[config.mk]
export PLATFORM = sky130hd
export DESIGN_NAME = phase_accumulator_sine_oscillator
export DESIGN_NICKNAME = d
export VERILOG_FILES = /design/src/design/nco_pkg.sv /design/src/design/nco_cordic.sv /design/src/design/phase_accumulator_sine_oscillator.sv
export SDC_FILE = /design/constraint.sdc
export NUM_CORES = 1
export LEC_CHECK = 0
export BUFFER_PORTS_ARGS = -buffer_cell sky130_fd_sc_hd__clkbuf_2
export CAP_MARGIN = 20
export CORE_MARGIN = 1.5
export CORE_UTILIZATION = 45
export DETAILED_ROUTE_END_ITERATION = 7
export SLEW_MARGIN = 20
export SYNTH_ARGS = -nofsm -noshare
export SYNTH_HDL_FRONTEND = slang
export SYNTH_HIERARCHICAL = 1
export SYNTH_SLANG_ARGS = --single-unit
[constraint.sdc]
create_clock -name i_clk -period 5.65 [get_ports i_clk]
set_clock_uncertainty 0.15 [all_clocks]
set_input_delay 0.565 -clock i_clk [delete_from_list [all_inputs] [get_ports i_clk]]
set_output_delay 0.565 -clock i_clk [all_outputs]
set_load 0.01 [all_outputs]
[src/design/nco_pkg.sv]
// Shared constants, arctangent table and status type for the sine oscillator.
package nco_pkg;

    // Default parameter values
    localparam int PHASE_BITS_DEF   = 32;
    localparam int OUT_BITS_DEF     = 16;
    localparam int CORDIC_STEPS_DEF = 16;

    // Fixed field and datapath widths
    localparam int FREQ_W       = 32;   // input increment width
    localparam int TURN_W       = 32;   // angle fed to the CORDIC
    localparam int ATAN_ENTRIES = 24;
    localparam int STEP_W       = 5;    // indexes the arctangent table
    localparam int XY_W         = 34;   // Q2.30 with headroom
    localparam int Z_W          = 33;   // signed turn fraction with headroom

    // CORDIC gain correction, 0.60725293500888 in Q2.30
    localparam logic signed [XY_W-1:0] GAIN_Q30 = XY_W'(652032874);

    // Core handshake status toward the top level
    typedef struct packed {
        logic ready;    // core can take a new angle
        logic done;     // sample is available
    } t_core_stat;

    // round(atan(2^-i) / (2 pi) * 2^32)
    function automatic logic [TURN_W-1:0] atan_turn(input logic [STEP_W-1:0] idx);
        logic [TURN_W-1:0] v;
        case (idx)
            5'd0:    v = 32'h20000000;
            5'd1:    v = 32'h12E4051E;
            5'd2:    v = 32'h09FB385B;
            5'd3:    v = 32'h051111D4;
            5'd4:    v = 32'h028B0D43;
            5'd5:    v = 32'h0145D7E1;
            5'd6:    v = 32'h00A2F61E;
            5'd7:    v = 32'h00517C55;
            5'd8:    v = 32'h0028BE53;
            5'd9:    v = 32'h00145F2F;
            5'd10:   v = 32'h000A2F98;
            5'd11:   v = 32'h000517CC;
            5'd12:   v = 32'h00028BE6;
            5'd13:   v = 32'h000145F3;
            5'd14:   v = 32'h0000A2FA;
            5'd15:   v = 32'h0000517D;
            5'd16:   v = 32'h000028BE;
            5'd17:   v = 32'h0000145F;
            5'd18:   v = 32'h00000A30;
            5'd19:   v = 32'h00000518;
            5'd20:   v = 32'h0000028C;
            5'd21:   v = 32'h00000146;
            5'd22:   v = 32'h000000A3;
            5'd23:   v = 32'h00000051;
            default: v = '0;
        endcase
        return v;
    endfunction

endpackage

[src/design/nco_cordic.sv]
// Iterative rotation-mode CORDIC: one micro-rotation per cycle, then round and clamp.
module nco_cordic
    import nco_pkg::*;
#(
    parameter int OUT_BITS     = OUT_BITS_DEF,
    parameter int CORDIC_STEPS = CORDIC_STEPS_DEF
) (
    input  logic                       i_clk,
    input  logic                       i_rst_n,
    input  logic                       i_start,
    input  logic [TURN_W-1:0]          i_theta,
    input  logic                       i_take,
    output t_core_stat                 o_stat,
    output logic signed [OUT_BITS-1:0] o_sample
);

    localparam int STEPS  = (CORDIC_STEPS > ATAN_ENTRIES) ? ATAN_ENTRIES : CORDIC_STEPS;
    localparam int RND_SH = 31 - OUT_BITS;
    localparam int RND_W  = XY_W + 1;
    localparam logic signed [RND_W-1:0] HALF    = RND_W'(1) <<< (RND_SH - 1);
    localparam logic signed [RND_W-1:0] LIM     = RND_W'((1 << (OUT_BITS - 1)) - 1);
    localparam logic signed [RND_W-1:0] NEG_LIM = -LIM;
    localparam logic [STEP_W-1:0]       LAST    = STEP_W'(STEPS - 1);

    localparam logic [1:0] S_IDLE = 2'd0;
    localparam logic [1:0] S_RUN  = 2'd1;
    localparam logic [1:0] S_DONE = 2'd2;

    logic [1:0]              r_state, n_state;
    logic [STEP_W-1:0]       r_cnt;
    logic signed [XY_W-1:0]  r_x, r_y;
    logic signed [Z_W-1:0]   r_z;
    logic                    r_neg;

    logic [TURN_W-1:0]       w_quarter_test;
    logic                    w_neg;
    logic [TURN_W-1:0]       w_theta_red;
    logic signed [XY_W-1:0]  w_dx, w_dy, w_x_nxt, w_y_nxt;
    logic signed [Z_W-1:0]   w_atan, w_z_nxt;
    logic signed [XY_W-1:0]  w_y_sgn;
    logic signed [RND_W-1:0] w_sum, w_rnd, w_clamp;

    // Fold the angle into [-1/4, 1/4) turn, remember to negate
    always_comb begin
        w_quarter_test = i_theta + 32'h40000000;
        w_neg          = w_quarter_test[TURN_W-1];
        w_theta_red    = w_neg ? {~i_theta[TURN_W-1], i_theta[TURN_W-2:0]} : i_theta;
    end

    // Shared shift and add-subtract unit, one micro-rotation
    always_comb begin
        w_dx   = r_y >>> r_cnt;
        w_dy   = r_x >>> r_cnt;
        w_atan = $signed({1'b0, atan_turn(r_cnt)});
        if (!r_z[Z_W-1]) begin
            w_x_nxt = r_x - w_dx;
            w_y_nxt = r_y + w_dy;
            w_z_nxt = r_z - w_atan;
        end else begin
            w_x_nxt = r_x + w_dx;
            w_y_nxt = r_y - w_dy;
            w_z_nxt = r_z + w_atan;
        end
    end

    // Round half up to the output grid and clamp symmetric
    always_comb begin
        w_y_sgn = r_neg ? -r_y : r_y;
        w_sum   = {w_y_sgn[XY_W-1], w_y_sgn} + HALF;
        w_rnd   = w_sum >>> RND_SH;
        if (w_rnd > LIM)
            w_clamp = LIM;
        else if (w_rnd < NEG_LIM)
            w_clamp = NEG_LIM;
        else
            w_clamp = w_rnd;
    end

    // Sequence: load, iterate, hold result until taken
    always_comb begin
        n_state = r_state;
        case (r_state)
            S_IDLE:  if (i_start) n_state = S_RUN;
            S_RUN:   if (r_cnt == LAST) n_state = S_DONE;
            S_DONE:  if (i_take) n_state = S_IDLE;
            default: n_state = S_IDLE;
        endcase
    end

    always_ff @(posedge i_clk) begin
        if (!i_rst_n) begin
            r_state <= S_IDLE;
        end else begin
            r_state <= n_state;
        end
    end

    // Datapath registers
    always_ff @(posedge i_clk) begin
        if (r_state == S_IDLE && i_start) begin
            r_x   <= GAIN_Q30;
            r_y   <= '0;
            r_z   <= $signed({w_theta_red[TURN_W-1], w_theta_red});
            r_neg <= w_neg;
            r_cnt <= '0;
        end else if (r_state == S_RUN) begin
            r_x   <= w_x_nxt;
            r_y   <= w_y_nxt;
            r_z   <= w_z_nxt;
            r_cnt <= r_cnt + 1'b1;
        end
    end

    assign o_stat.ready = (r_state == S_IDLE);
    assign o_stat.done  = (r_state == S_DONE);
    assign o_sample     = w_clamp[OUT_BITS-1:0];

endmodule

[src/design/phase_accumulator_sine_oscillator.sv]
// Top level: phase accumulator, output register and the CORDIC sine core.
//
//  channel | valid       | stall       | payload
//  --------+-------------+-------------+---------------------------
//  input   | i_in_valid  | o_in_stall  | i_freq_step [31:0]
//  output  | o_out_valid | i_out_stall | o_sine_out [OUT_BITS-1:0]
//
// Each request passes through the core in steps: it loads the angle, runs
// min(CORDIC_STEPS, 24) micro-rotations, one per cycle, on the shared
// shift/add unit, and its rounded sample is loaded into the output register.
// Synchronous active-low reset clears the phase and all valid/state flags.
// The output register lets the core take the next request while a sample
// waits; a finished sample holds in the core while the output stays stalled.
module phase_accumulator_sine_oscillator
    import nco_pkg::*;
#(
    parameter int PHASE_BITS   = PHASE_BITS_DEF,
    parameter int OUT_BITS     = OUT_BITS_DEF,
    parameter int CORDIC_STEPS = CORDIC_STEPS_DEF
) (
    input  logic                       i_clk,
    input  logic                       i_rst_n,
    input  logic                       i_in_valid,
    output logic                       o_in_stall,
    input  logic [FREQ_W-1:0]          i_freq_step,
    output logic                       o_out_valid,
    input  logic                       i_out_stall,
    output logic signed [OUT_BITS-1:0] o_sine_out
);

    logic [PHASE_BITS-1:0]      r_phase;
    logic [PHASE_BITS-1:0]      w_step, w_phase_nxt;
    logic [TURN_W-1:0]          w_turn;
    logic                       r_out_valid;
    logic signed [OUT_BITS-1:0] r_sine;
    logic                       w_accept, w_take;
    t_core_stat                 w_stat;
    logic signed [OUT_BITS-1:0] w_sample;

    // Align the increment to the phase width, pick the top turn bits
    generate
        if (PHASE_BITS > FREQ_W) begin : g_wide
            assign w_step = {i_freq_step, {(PHASE_BITS - FREQ_W){1'b0}}};
            assign w_turn = w_phase_nxt[PHASE_BITS-1 -: TURN_W];
        end else if (PHASE_BITS == FREQ_W) begin : g_equal
            assign w_step = i_freq_step;
            assign w_turn = w_phase_nxt;
        end else begin : g_narrow
            assign w_step = i_freq_step[FREQ_W-1 -: PHASE_BITS];
            assign w_turn = {w_phase_nxt, {(TURN_W - PHASE_BITS){1'b0}}};
        end
    endgenerate

    assign w_phase_nxt = r_phase + w_step;
    assign w_accept    = i_in_valid && w_stat.ready;
    assign w_take      = w_stat.done && (!r_out_valid || !i_out_stall);

    // Advance the phase on each accepted request
    always_ff @(posedge i_clk) begin
        if (!i_rst_n) begin
            r_phase <= '0;
        end else if (w_accept) begin
            r_phase <= w_phase_nxt;
        end
    end

    // Output register: load a finished sample, drop it once taken
    always_ff @(posedge i_clk) begin
        if (!i_rst_n) begin
            r_out_valid <= 1'b0;
        end else if (w_take) begin
            r_out_valid <= 1'b1;
        end else if (!i_out_stall) begin
            r_out_valid <= 1'b0;
        end
    end

    always_ff @(posedge i_clk) begin
        if (w_take) begin
            r_sine <= w_sample;
        end
    end

    nco_cordic #(
        .OUT_BITS     (OUT_BITS),
        .CORDIC_STEPS (CORDIC_STEPS)
    ) u_cordic (
        .i_clk    (i_clk),
        .i_rst_n  (i_rst_n),
        .i_start  (w_accept),
        .i_theta  (w_turn),
        .i_take   (w_take),
        .o_stat   (w_stat),
        .o_sample (w_sample)
    );

    assign o_in_stall  = !w_stat.ready;
    assign o_out_valid = r_out_valid;
    assign o_sine_out  = r_sine;

endmodule
# [Yosys cells after proc, flatten, opt, wreduce, memory -nomap -nowiden]
# Memory sizes are Yosys's and may differ from the RTL's. A register that Yosys moved wholly into a read port is not among the register bits.
# Cells that the tools add are included.
[totals] rom_bits=960 inputBits=36 out_inout_bits=18 register_bits=158 mem_count=1 wordCells=61
[mem_list] memory="(no name shown)" depth=32 width=30 read_ports=1 rd_ports_with_merged_regs=1 write_ports=0 line="nco_pkg.sv:29" rtl="case (idx)"
[op_classes] bitwise_logic=1 eq_ne=7 mux=16 shifts=2 add_sub_neg=11 n_lt_le_gt_ge=2 reduce_logical=11
[op_table] op="$mux 34" n=3
[op_table] op="$mux 33" n=3
[op_table] op="$add 34x34->34" n=2
[op_table] op="$sshr 34x5->34" n=2
[op_table] op="$sub 34x34->34" n=2
[op_table] op="$add 34x16->35 const B" n=1
[op_table] op="$neg 34->34" n=1
[op_table] op="$add 33x33->33" n=1
[op_table] op="$sub 33x33->33" n=1
[op_table] op="$add 32x31->32 const B" n=1
[op_table] op="$add 32x32->32" n=1
[op_table] op="$mux 32" n=1
[op_table] op="$gt 20x16->1 const B" n=1
[op_table] op="$lt 20x16->1 const B" n=1
[op_table] op="$mux 16" n=1
[op_table] op="$mux 5" n=2
[op_table] op="$ne 2x1->1 const B" n=4
[op_table] op="$mux 2" n=3
[op_table] op="$pmux 2 s3" n=1
[op_table] op="$add 5x1->5 const B" n=1
[op_table] op="$eq 5x4->1 const B" n=1
[op_table] op="$logic_and 1x1->1" n=3
[op_table] op="$logic_not 1->1" n=3
[op_table] op="$reduce_and 3->1" n=1
[op_table] op="8 further kinds" n=9

# [Depth between registers and ports, before layout]
# Gate-level depths: netlist of run 1.
[depth] ltp_word=5 mapped_depth=30 depth_no_buf=26

# [By module]
# The synthesis of run 1 kept the hierarchy.
[modules_own_cells] mod="nco_cordic" seq_area_each_um2=3123.0 instances=1 area_each_um2=18605.3 cells_each=2321
[modules_own_cells] mod="phase_accumulator_sine_oscillator" seq_area_each_um2=1141.1 instances=1 area_each_um2=3649.8 cells_each=408

# [Worst setup path before layout of run 1]
# No wires, ideal clock.
[synth_path] path_kind="register to register" from="register u_cordic.r_cnt[1]" to="register u_cordic.r_y[33]" setup_slack_ns=-0.447 path_buffers=1 stages_incl_launch_ff=27 arrival_time_ns=5.876 synth_period_minus_slack_ns=6.097 path_cell_list="dfxtp_1 buf_6 mux4_1 mux2_2 a221o_1 nor2_1 ha_1 inv_1 or4_4 nor4_2 and2_1 and2b_1 and2_1 a21oi_1 xor2_1 ha_1 nand3_1 or4_1 inv_1 a41o_1 a21oi_1 a211oi_1 a211oi_1 a311oi_1 a2111oi_1 or3_1 a21oi_1"
[synth_via] elab_chain_len=3
[synth_rtl] item="start: declaration" line="nco_cordic.sv:30" rtl="logic [STEP_W-1:0] r_cnt;"
[synth_rtl] item="start signal: assignment" line="nco_cordic.sv:110" rtl="r_cnt <= r_cnt + 1'b1;"
[synth_rtl] item="$sshr 34x5->34 *" line="nco_cordic.sv:53" rtl="w_dy = r_x >>> r_cnt;"
[synth_rtl] item="$add 34x34->34 or $sub 34x34->34 (tied branches)" line="nco_cordic.sv:57, nco_cordic.sv:61"
[synth_rtl] item="$mux 34 *" line="nco_cordic.sv:55" rtl="if (!r_z[Z_W-1]) begin"
[synth_rtl] item="end signal: assignment" line="nco_cordic.sv:108" rtl="r_y <= w_y_nxt;"
[synth_rtl] item="end: declaration" line="nco_cordic.sv:31" rtl="logic signed [XY_W-1:0] r_x, r_y;"
# Mark *: on every way between the ends. The rest lies on a longest branch, timed or not.
# A chain may end at the register's enable or synchronous reset.

# [Final worst setup path of run 1]
[layout_path] from="register u_cordic.r_cnt[1]" to="register u_cordic.r_x[33]"
[layout_via] elab_chain_len=3
[layout_rtl] item="$sshr 34x5->34 *" line="nco_cordic.sv:52" rtl="w_dx = r_y >>> r_cnt;"
[layout_rtl] item="$sub 34x34->34 or $add 34x34->34 (tied branches)" line="nco_cordic.sv:56, nco_cordic.sv:60"
[layout_rtl] item="$mux 34 *" line="nco_cordic.sv:55"
[layout_rtl] item="end signal: assignment" line="nco_cordic.sv:107" rtl="r_x <= w_x_nxt;"
[layout_rtl] item="end: declaration" line="nco_cordic.sv:31"
# Marked as above.

==> results.cfg, run 1 <==
[critical_path]
cp.required_ns = 5.96
arrival_ns = 6.52
crit_path_start_kind = flop
crit_type = reg -> reg
rr_endpoint = u_cordic/r_x[33]$_SDFFE_PP0P_
endpoint_kind = flop
r2r_cells = 25
reg2reg_slack_ns = -0.56
rr_startpoint = u_cordic/r_cnt[1]$_SDFFE_PP0P_
critPathMaxFanout = 9

[clocking]
cts_root_buffer = clkbuf_16
clk_latency_ns = 0.52
cts_buffers = 17
cts_tree = yes
cts.clk_slew.worst_paths_ns = 0.09
clk_path_buf_depth = 2
cts_max_level = 4
cts_num_sinks = 188

[global_route]
grt_pass1_vias = 23260
met3_usage_pct = 5.919
antenna_found_initial = 1
top_usage_layer = met2
grt_pass1_wl_um = 132200
met1_usage_pct = 41.75
grt_max_degree = 98
overflow = 0
use_met2_pct = 56.66
grt_usage_pct = 33.69

[floorplanning]
chipHeight_um = 225.4
num_rows = 81
fp.coreArea_um2 = 48850
die_w_um = 225.4
dieArea_um2 = 50800
ioPinCount = 54
start_util_pct = 45.56

[synth]
synth_simple_gate_area_share_pct = 19.38
synthTopCellsByArea = dfxtp_1 12%, mux4_2 8.7%, ha_1 8.0%, edfxtp_1 6.7%, a21oi_1 5.6%
synth_edf_count = 50
ys_ff_latch = 188
syn_area_um2 = 22260
ys_async_sr_fraction_pct = 0
synth_cell_type_count = 127
synth_fa_ha_area_share_pct = 8.343
synth_top_family_by_area = compound AO/OA/AOI/OAI gates
yosysWarnings = 6
synth_top_area_cell = dfxtp_1
syn_area_per_cell_um2 = 8.155
synthMuxAreaShare_pct = 13.31
synth_compound_area_share_pct = 25.36
synth_cells = 2729
yosysSeqAreaShare_pct = 19.16
synth_ff_type = dfxtp_1
synthXorXnorAreaFrac_pct = 8.917
syn-num-nets = 2911
yosysTopAreaCellShare_pct = 12.41

[timing]
slew_headroom_pct = 27.91
layout_setup_ws_ns = -0.5632
slew_viol_final = 0
rsz0062_at_grt = yes
max_clock_freq_ghz = 0.1609
setup_violations = 18
hold_viol_final = 0
setup_tns_ns = -4.612
hold_ws_ns = 0.2155
period_minus_slack_ns = 6.213
worst_slew_pin_slew_ns = 1.075
finalCritPeriodShare_pct = 110.0

[placed_design]
dp.cells = 3792
numPortBuffers = 53
gp_congestion = 1.047
detailed_place_hpwl_um = 65240

[final_layout]
drive_gt1_share_pct = 30.58
layout.cells.non_filler = 3888
diodes = 0
nNetsFinal = 3393
fillers = 4473
area_delta_synth_final_pct = 27.67
fin_util_pct = 58.16

[min_path]
hold_class = in -> reg
hold_depth = 3
hold_start = i_out_stall
hold_path_end = o_out_valid$_SDFFE_PN0P_

[route]
route.detailed.drc = 0
num_vias = 23870
viasPerCell = 6.140
ant_nets = 0
wl_per_cell_um = 22.11
first_iter_violations = 2248
wl_um = 85960
firstDrtPassIters = 6

[run_status]
outcome = finished with violations
violations = negative setup slack

[run]
maxCapViolCount = 0
-- registers in the layout, summed over array words and instances, names as in the netlist --
name and cells:
u_cordic/r_state 2, r_phase 32, u_cordic/w_atan 30, u_cordic/r_z 33
o_out_valid 1, u_cordic/r_cnt 5, u_cordic/r_x 34, u_cordic/r_neg 1
o_sine_out 16, u_cordic/r_y 34
-- synthesized netlist by cell type (all sizes together), types with 19 or more instances --
| cell | number |
|---|---|
| a211oi | 26 |
| a21boi | 24 |
| a21o | 63 |
| a21oi | 250 |
| a31oi | 46 |
| and2 | 27 |
| and3 | 24 |
| buf | 74 |
| clkbuf | 108 |
| dfxtp | 138 |
| edfxtp | 50 |
| ha | 142 |
| inv | 75 |
| mux2 | 28 |
| mux2i | 57 |
| mux4 | 91 |
| nand2 | 257 |
| nand2b | 30 |
| nand3 | 93 |
| nand4 | 23 |
| nor2 | 224 |
| nor2b | 26 |
| nor3 | 57 |
| nor4 | 21 |
| o211ai | 19 |
| o21a | 28 |
| o21ai | 174 |
| o22ai | 30 |
| or2 | 23 |
| or3 | 19 |
| xnor2 | 111 |
| xor2 | 113 |
-- metal layers --
metal | up-vias | wire [um]
li1 | 11200 | -
met1 | 11540 | 35200
met2 | 926 | 41270
met3 | 207 | 5597
met4 | 2 | 3869
met5 | - | 12
-- critical path, stage by stage (launching register included) --
cell       delay (ns)
dfxtp_4          0.38
buf_12           0.15
buf_16           0.15
buf_12           0.10
mux4_2           0.50
mux4_2           0.55
a221oi_2         0.31
nor4b_4          0.29
nand4_1          0.27
nor2_2           0.26
nand2_2          0.12
nor2_2           0.14
a31oi_1          0.11
xor2_1           0.25
ha_1             0.30
a21o_1           0.21
a31oi_2          0.18
o21ai_2          0.11
nor3_2           0.19
a31oi_4          0.14
a41oi_2          0.28
a211oi_2         0.12
a2111oi_2        0.26
xor2_1           0.14
or3_1            0.34
a21oi_2          0.13
-- what timing repair did --
| action | in CTS | in global routing |
|---|---|---|
| cloned | 1 | 1 |
| pin swaps | 53 | 36 |
| setup buffers | 54 | 9 |
| endpoints found under the setup margin | 25 | 34 |
| hold buffers | 0 | 0 |
| resized for setup | 95 | 71 |
-- cell type report --
| class | count | area, um2 | share of cell area (%) |
|---|---|---|---|
| clock inverter | 15 | 207.7 | 0.7310 |
| tap | 664 | 830.8 | 2.924 |
| clock buffer | 17 | 425.4 | 1.497 |
| timing repair buffer | 646 | 5019 | 17.66 |
| multi-input combinational | 2278 | 17350 | 61.07 |
| sequential | 188 | 4275 | 15.05 |
| inverter | 80 | 302.8 | 1.066 |
-- cell usage in the layout, fill, tap and decap left out, types with 42 or more instances in the layout --
| cell type | n |
|---|---|
| inv_1 | 68 |
| xnor2_1 | 110 |
| nand3_1 | 85 |
| buf_4 | 554 |
| a31oi_1 | 42 |
| edfxtp_1 | 50 |
| dfxtp_1 | 133 |
| nor2_1 | 211 |
| mux2i_1 | 50 |
| o21ai_0 | 148 |
| a21oi_1 | 229 |
| nand2_1 | 253 |
| mux4_2 | 88 |
| clkbuf_2 | 53 |
| nor3_1 | 50 |
| ha_1 | 137 |
| xor2_1 | 112 |
| a21o_1 | 63 |
-- worst max-delay path by stage --
stage	endpoint	slack, ns	from	cells after the start
floorplan	u_cordic/r_y[33]$_SDFFE_PP0P_	-0.24	u_cordic/r_cnt[1]$_SDFFE_PP0P_	26
global placement	u_cordic/r_x[33]$_SDFFE_PP0P_	-0.87	u_cordic/r_cnt[1]$_SDFFE_PP0P_	25
detailed placement	u_cordic/r_x[33]$_SDFFE_PP0P_	-0.92	u_cordic/r_cnt[1]$_SDFFE_PP0P_	25
CTS	u_cordic/r_y[33]$_SDFFE_PP0P_	-0.64	u_cordic/r_cnt[1]$_SDFFE_PP0P_	27
global route	u_cordic/r_y[33]$_SDFFE_PP0P_	-0.80	u_cordic/r_cnt[1]$_SDFFE_PP0P_	27
finish	u_cordic/r_x[33]$_SDFFE_PP0P_	-0.56	u_cordic/r_cnt[1]$_SDFFE_PP0P_	25
-- metrics by stage --
step	setup slack, ns	area [um2]
after floorplan	-0.2449	22280
after global routing	-0.7982	28410
final	-0.5632	28410
after detailed placement	-0.9245	26560
after global placement	-0.8653	26550
after CTS	-0.6437	28000
-- kinds of logic after synthesis --
group | count (synthesis)
AO/OA/AOI/OAI | 854
XOR/XNOR | 225
adder cells (fa/ha/maj) | 146
buffers and inverters | 263
flip-flops | 188
multiplexers | 176
AND/OR/NAND/NOR | 877
Power of run 1 is not shown: default switching activity piles up to over one toggle a cycle in this logic, so the estimate is an artifact.
==> run 2, diff against run 1 <==
--- a/config.mk
+++ b/config.mk
@@ -11,4 +11,5 @@
 export CORE_UTILIZATION = 45
 export DETAILED_ROUTE_END_ITERATION = 7
+export SKIP_LAST_GASP = 1
 export SLEW_MARGIN = 20
 export SYNTH_ARGS = -nofsm -noshare
==> constraint.sdc (replaced) <==
create_clock -name i_clk -period 5.65 [get_ports i_clk]
set_clock_uncertainty 0.15 [all_clocks]
set_input_delay 1.13 -clock i_clk [delete_from_list [all_inputs] [get_ports i_clk]]
set_output_delay 1.13 -clock i_clk [all_outputs]
set_load 0.01 [all_outputs]
==> run 2 against run 1 <==
  * The flow still finishes with violations (negative setup slack)
  * Design area rose by 0.15%
  * Worst hold slack improved by 0.11 ns
  * Critical path depth rose by 3
  * Final cell count fell by 0.15%
  * Die area did not move
  * Worst setup slack got worse by 0.039 ns
  * Via count rose by 1.3%
  * Critical path type unchanged
  * Critical endpoint is now u_cordic/r_y[33]$_SDFFE_PP0P_
==> results.cfg, run 2 (synthesis gave the netlist of run 1 again) <==
[critical_path]
cpMaxStageDelayCell = mux4_2
critPathMaxFanout = 3
r2r_cells = 28
crit_type = reg -> reg
cp.required_ns = 5.94
rr_startpoint = u_cordic/r_cnt[1]$_SDFFE_PP0P_
endpoint_kind = flop
path_common_cell = a21oi_2
slowest_delay_ns = 0.54
reg2reg_slack_ns = -0.60
arrival_ns = 6.54
crit_path_start_kind = flop
rr_endpoint = u_cordic/r_y[33]$_SDFFE_PP0P_

[clocking]
clk_path_buf_depth = 2
cts.clk_slew.worst_paths_ns = 0.09
cts_max_level = 4
postCtsHoldBufs = 0
cts_buffers = 17
cts_num_sinks = 188
clk_latency_ns = 0.51
cts_root_buffer = clkbuf_16
cts_tree = yes

[placed_design]
post_dp_cell_area_um2 = 26460
gp_congestion = 1.058
numPortBuffers = 53
dp_slack_ns = -0.9209
detailed_place_hpwl_um = 65540

[final_layout]
layout_commonest_cell = buf_4
diodes = 0
fillers = 4498
drive_gt1_share_pct = 30.58
reg.largest.list = u_cordic/r_x: 34 flops, u_cordic/r_y: 34 flops, u_cordic/r_z: 33 flops
final_cell_area_um2 = 28450
area_delta_synth_final_pct = 27.85
fin_util_pct = 58.25
multi_input_area_um2 = 17440
layout_common_cells = 554 x buf_4, 252 x nand2_1, 221 x a21oi_1
nNetsFinal = 3387
ff_latch_area_um2 = 4275

[timing]
finalCritPeriodShare_pct = 110.7
worst_slew_pin_slew_ns = 0.8380
setup_violations = 24
slew_viol_final = 0
max_clock_freq_ghz = 0.1599
slew_headroom_pct = 44.01
hold_viol_final = 0
layout_setup_ws_ns = -0.6025
period_minus_slack_ns = 6.252
rsz0062_at_grt = yes

[route]
viasPerCell = 6.228
ant_nets = 0
first_iter_violations = 2189
num_vias = 24180
route.detailed.drc = 0
wl_per_cell_um = 22.28
firstDrtPassIters = 5
wl_um = 86480

[global_route]
antenna_found_initial = 0
grt_pass1_vias = 23530
grt_usage_pct = 33.63
overflow = 0
grt_max_degree = 98
grt_pass1_wl_um = 132300

[floorplanning]
die_w_um = 225.4
num_rows = 81
fp.coreArea_um2 = 48850
chipHeight_um = 225.4
dieArea_um2 = 50800
start_util_pct = 45.56
ioPinCount = 54

[run]
maxCapViolCount = 0

[min_path]
hold_depth = 2
hold_path_end = r_phase[29]$_SDFFE_PN0P_
hold_class = reg -> reg
hold_start = r_phase[29]$_SDFFE_PN0P_

[run_status]
outcome = finished with violations
violations = negative setup slack
[run 2: cell count changes in the layout (fill, tap and decap cells not counted), moves of 3 or more]
cell / delta
ha_4: +3
nor2_2: -6
a21oi_2: +8
buf_6: -9
mux2i_1: +3
a21oi_1: -8
nor2_1: +5
[run 2: per-layer routing]
metal | wire length (um) | global-route usage [%] | vias to the layer above | part of all wire [%]
li1 | - | - | 11180 | -
met1 | 35190 | 41.92 | 11760 | 41
met2 | 41840 | 57.72 | 1024 | 48
met3 | 5673 | 4.980 | 214 | 6.6
met4 | 3777 | 14.22 | 0 | 4.4
met5 | 0 | 0 | - | 0
[run 2: layout make-up]
type	instances	area share, %
Multi-Input combinational cell	2278	61.28
Timing Repair Buffer	640	17.46
Sequential cell	188	15.03
Clock buffer	18	1.583
Clock inverter	14	0.6684
Inverter	80	1.064
Tap cell	664	2.920
[run 2: worst max-delay path, delay by kind of cell, from the launching register on]
family                   cells  cell delay, ns
AO/OA/AOI/OAI               10            1.61
XOR/XNOR                     1            0.16
adder cells (fa/ha/maj)      2            0.48
buffers and inverters        5            0.54
flip-flops                   1            0.37
multiplexers                 2            0.84
AND/OR/NAND/NOR              8            2.05
[run 2: worst max path at each step]
stage                                                to                      startpoint
after floorplan           u_cordic/r_y[33]$_SDFFE_PP0P_  u_cordic/r_cnt[1]$_SDFFE_PP0P_
after global placement    u_cordic/r_x[33]$_SDFFE_PP0P_  u_cordic/r_cnt[1]$_SDFFE_PP0P_
after detailed placement  u_cordic/r_y[32]$_SDFFE_PP0P_  u_cordic/r_cnt[1]$_SDFFE_PP0P_
after CTS                 u_cordic/r_y[33]$_SDFFE_PP0P_  u_cordic/r_cnt[1]$_SDFFE_PP0P_
after global routing      u_cordic/r_y[33]$_SDFFE_PP0P_  u_cordic/r_cnt[1]$_SDFFE_PP0P_
final                     u_cordic/r_y[33]$_SDFFE_PP0P_  u_cordic/r_cnt[1]$_SDFFE_PP0P_
[run 2: metrics by stage]
step | instances | hold WS [ns] | TNS (ns)
after floorplan | 2729 | 0.2888 | -0.2449
after global placement | 3779 | 0.2978 | -8.696
after detailed placement | 3779 | 0.3071 | -10.23
after CTS | 3859 | 0.3196 | -6.762
after global routing | 3882 | 0.3310 | -10.11
final | 3882 | 0.3221 | -6.073
[run 2: repair_timing]
action / CTS / global route
setup buffers: 47 / 28
setup endpoints to repair: 26 / 39
resized for setup: 96 / 80
pin swaps: 68 / 83
gates cloned: 2 / 0
Power of run 2 is left out for the same reason.
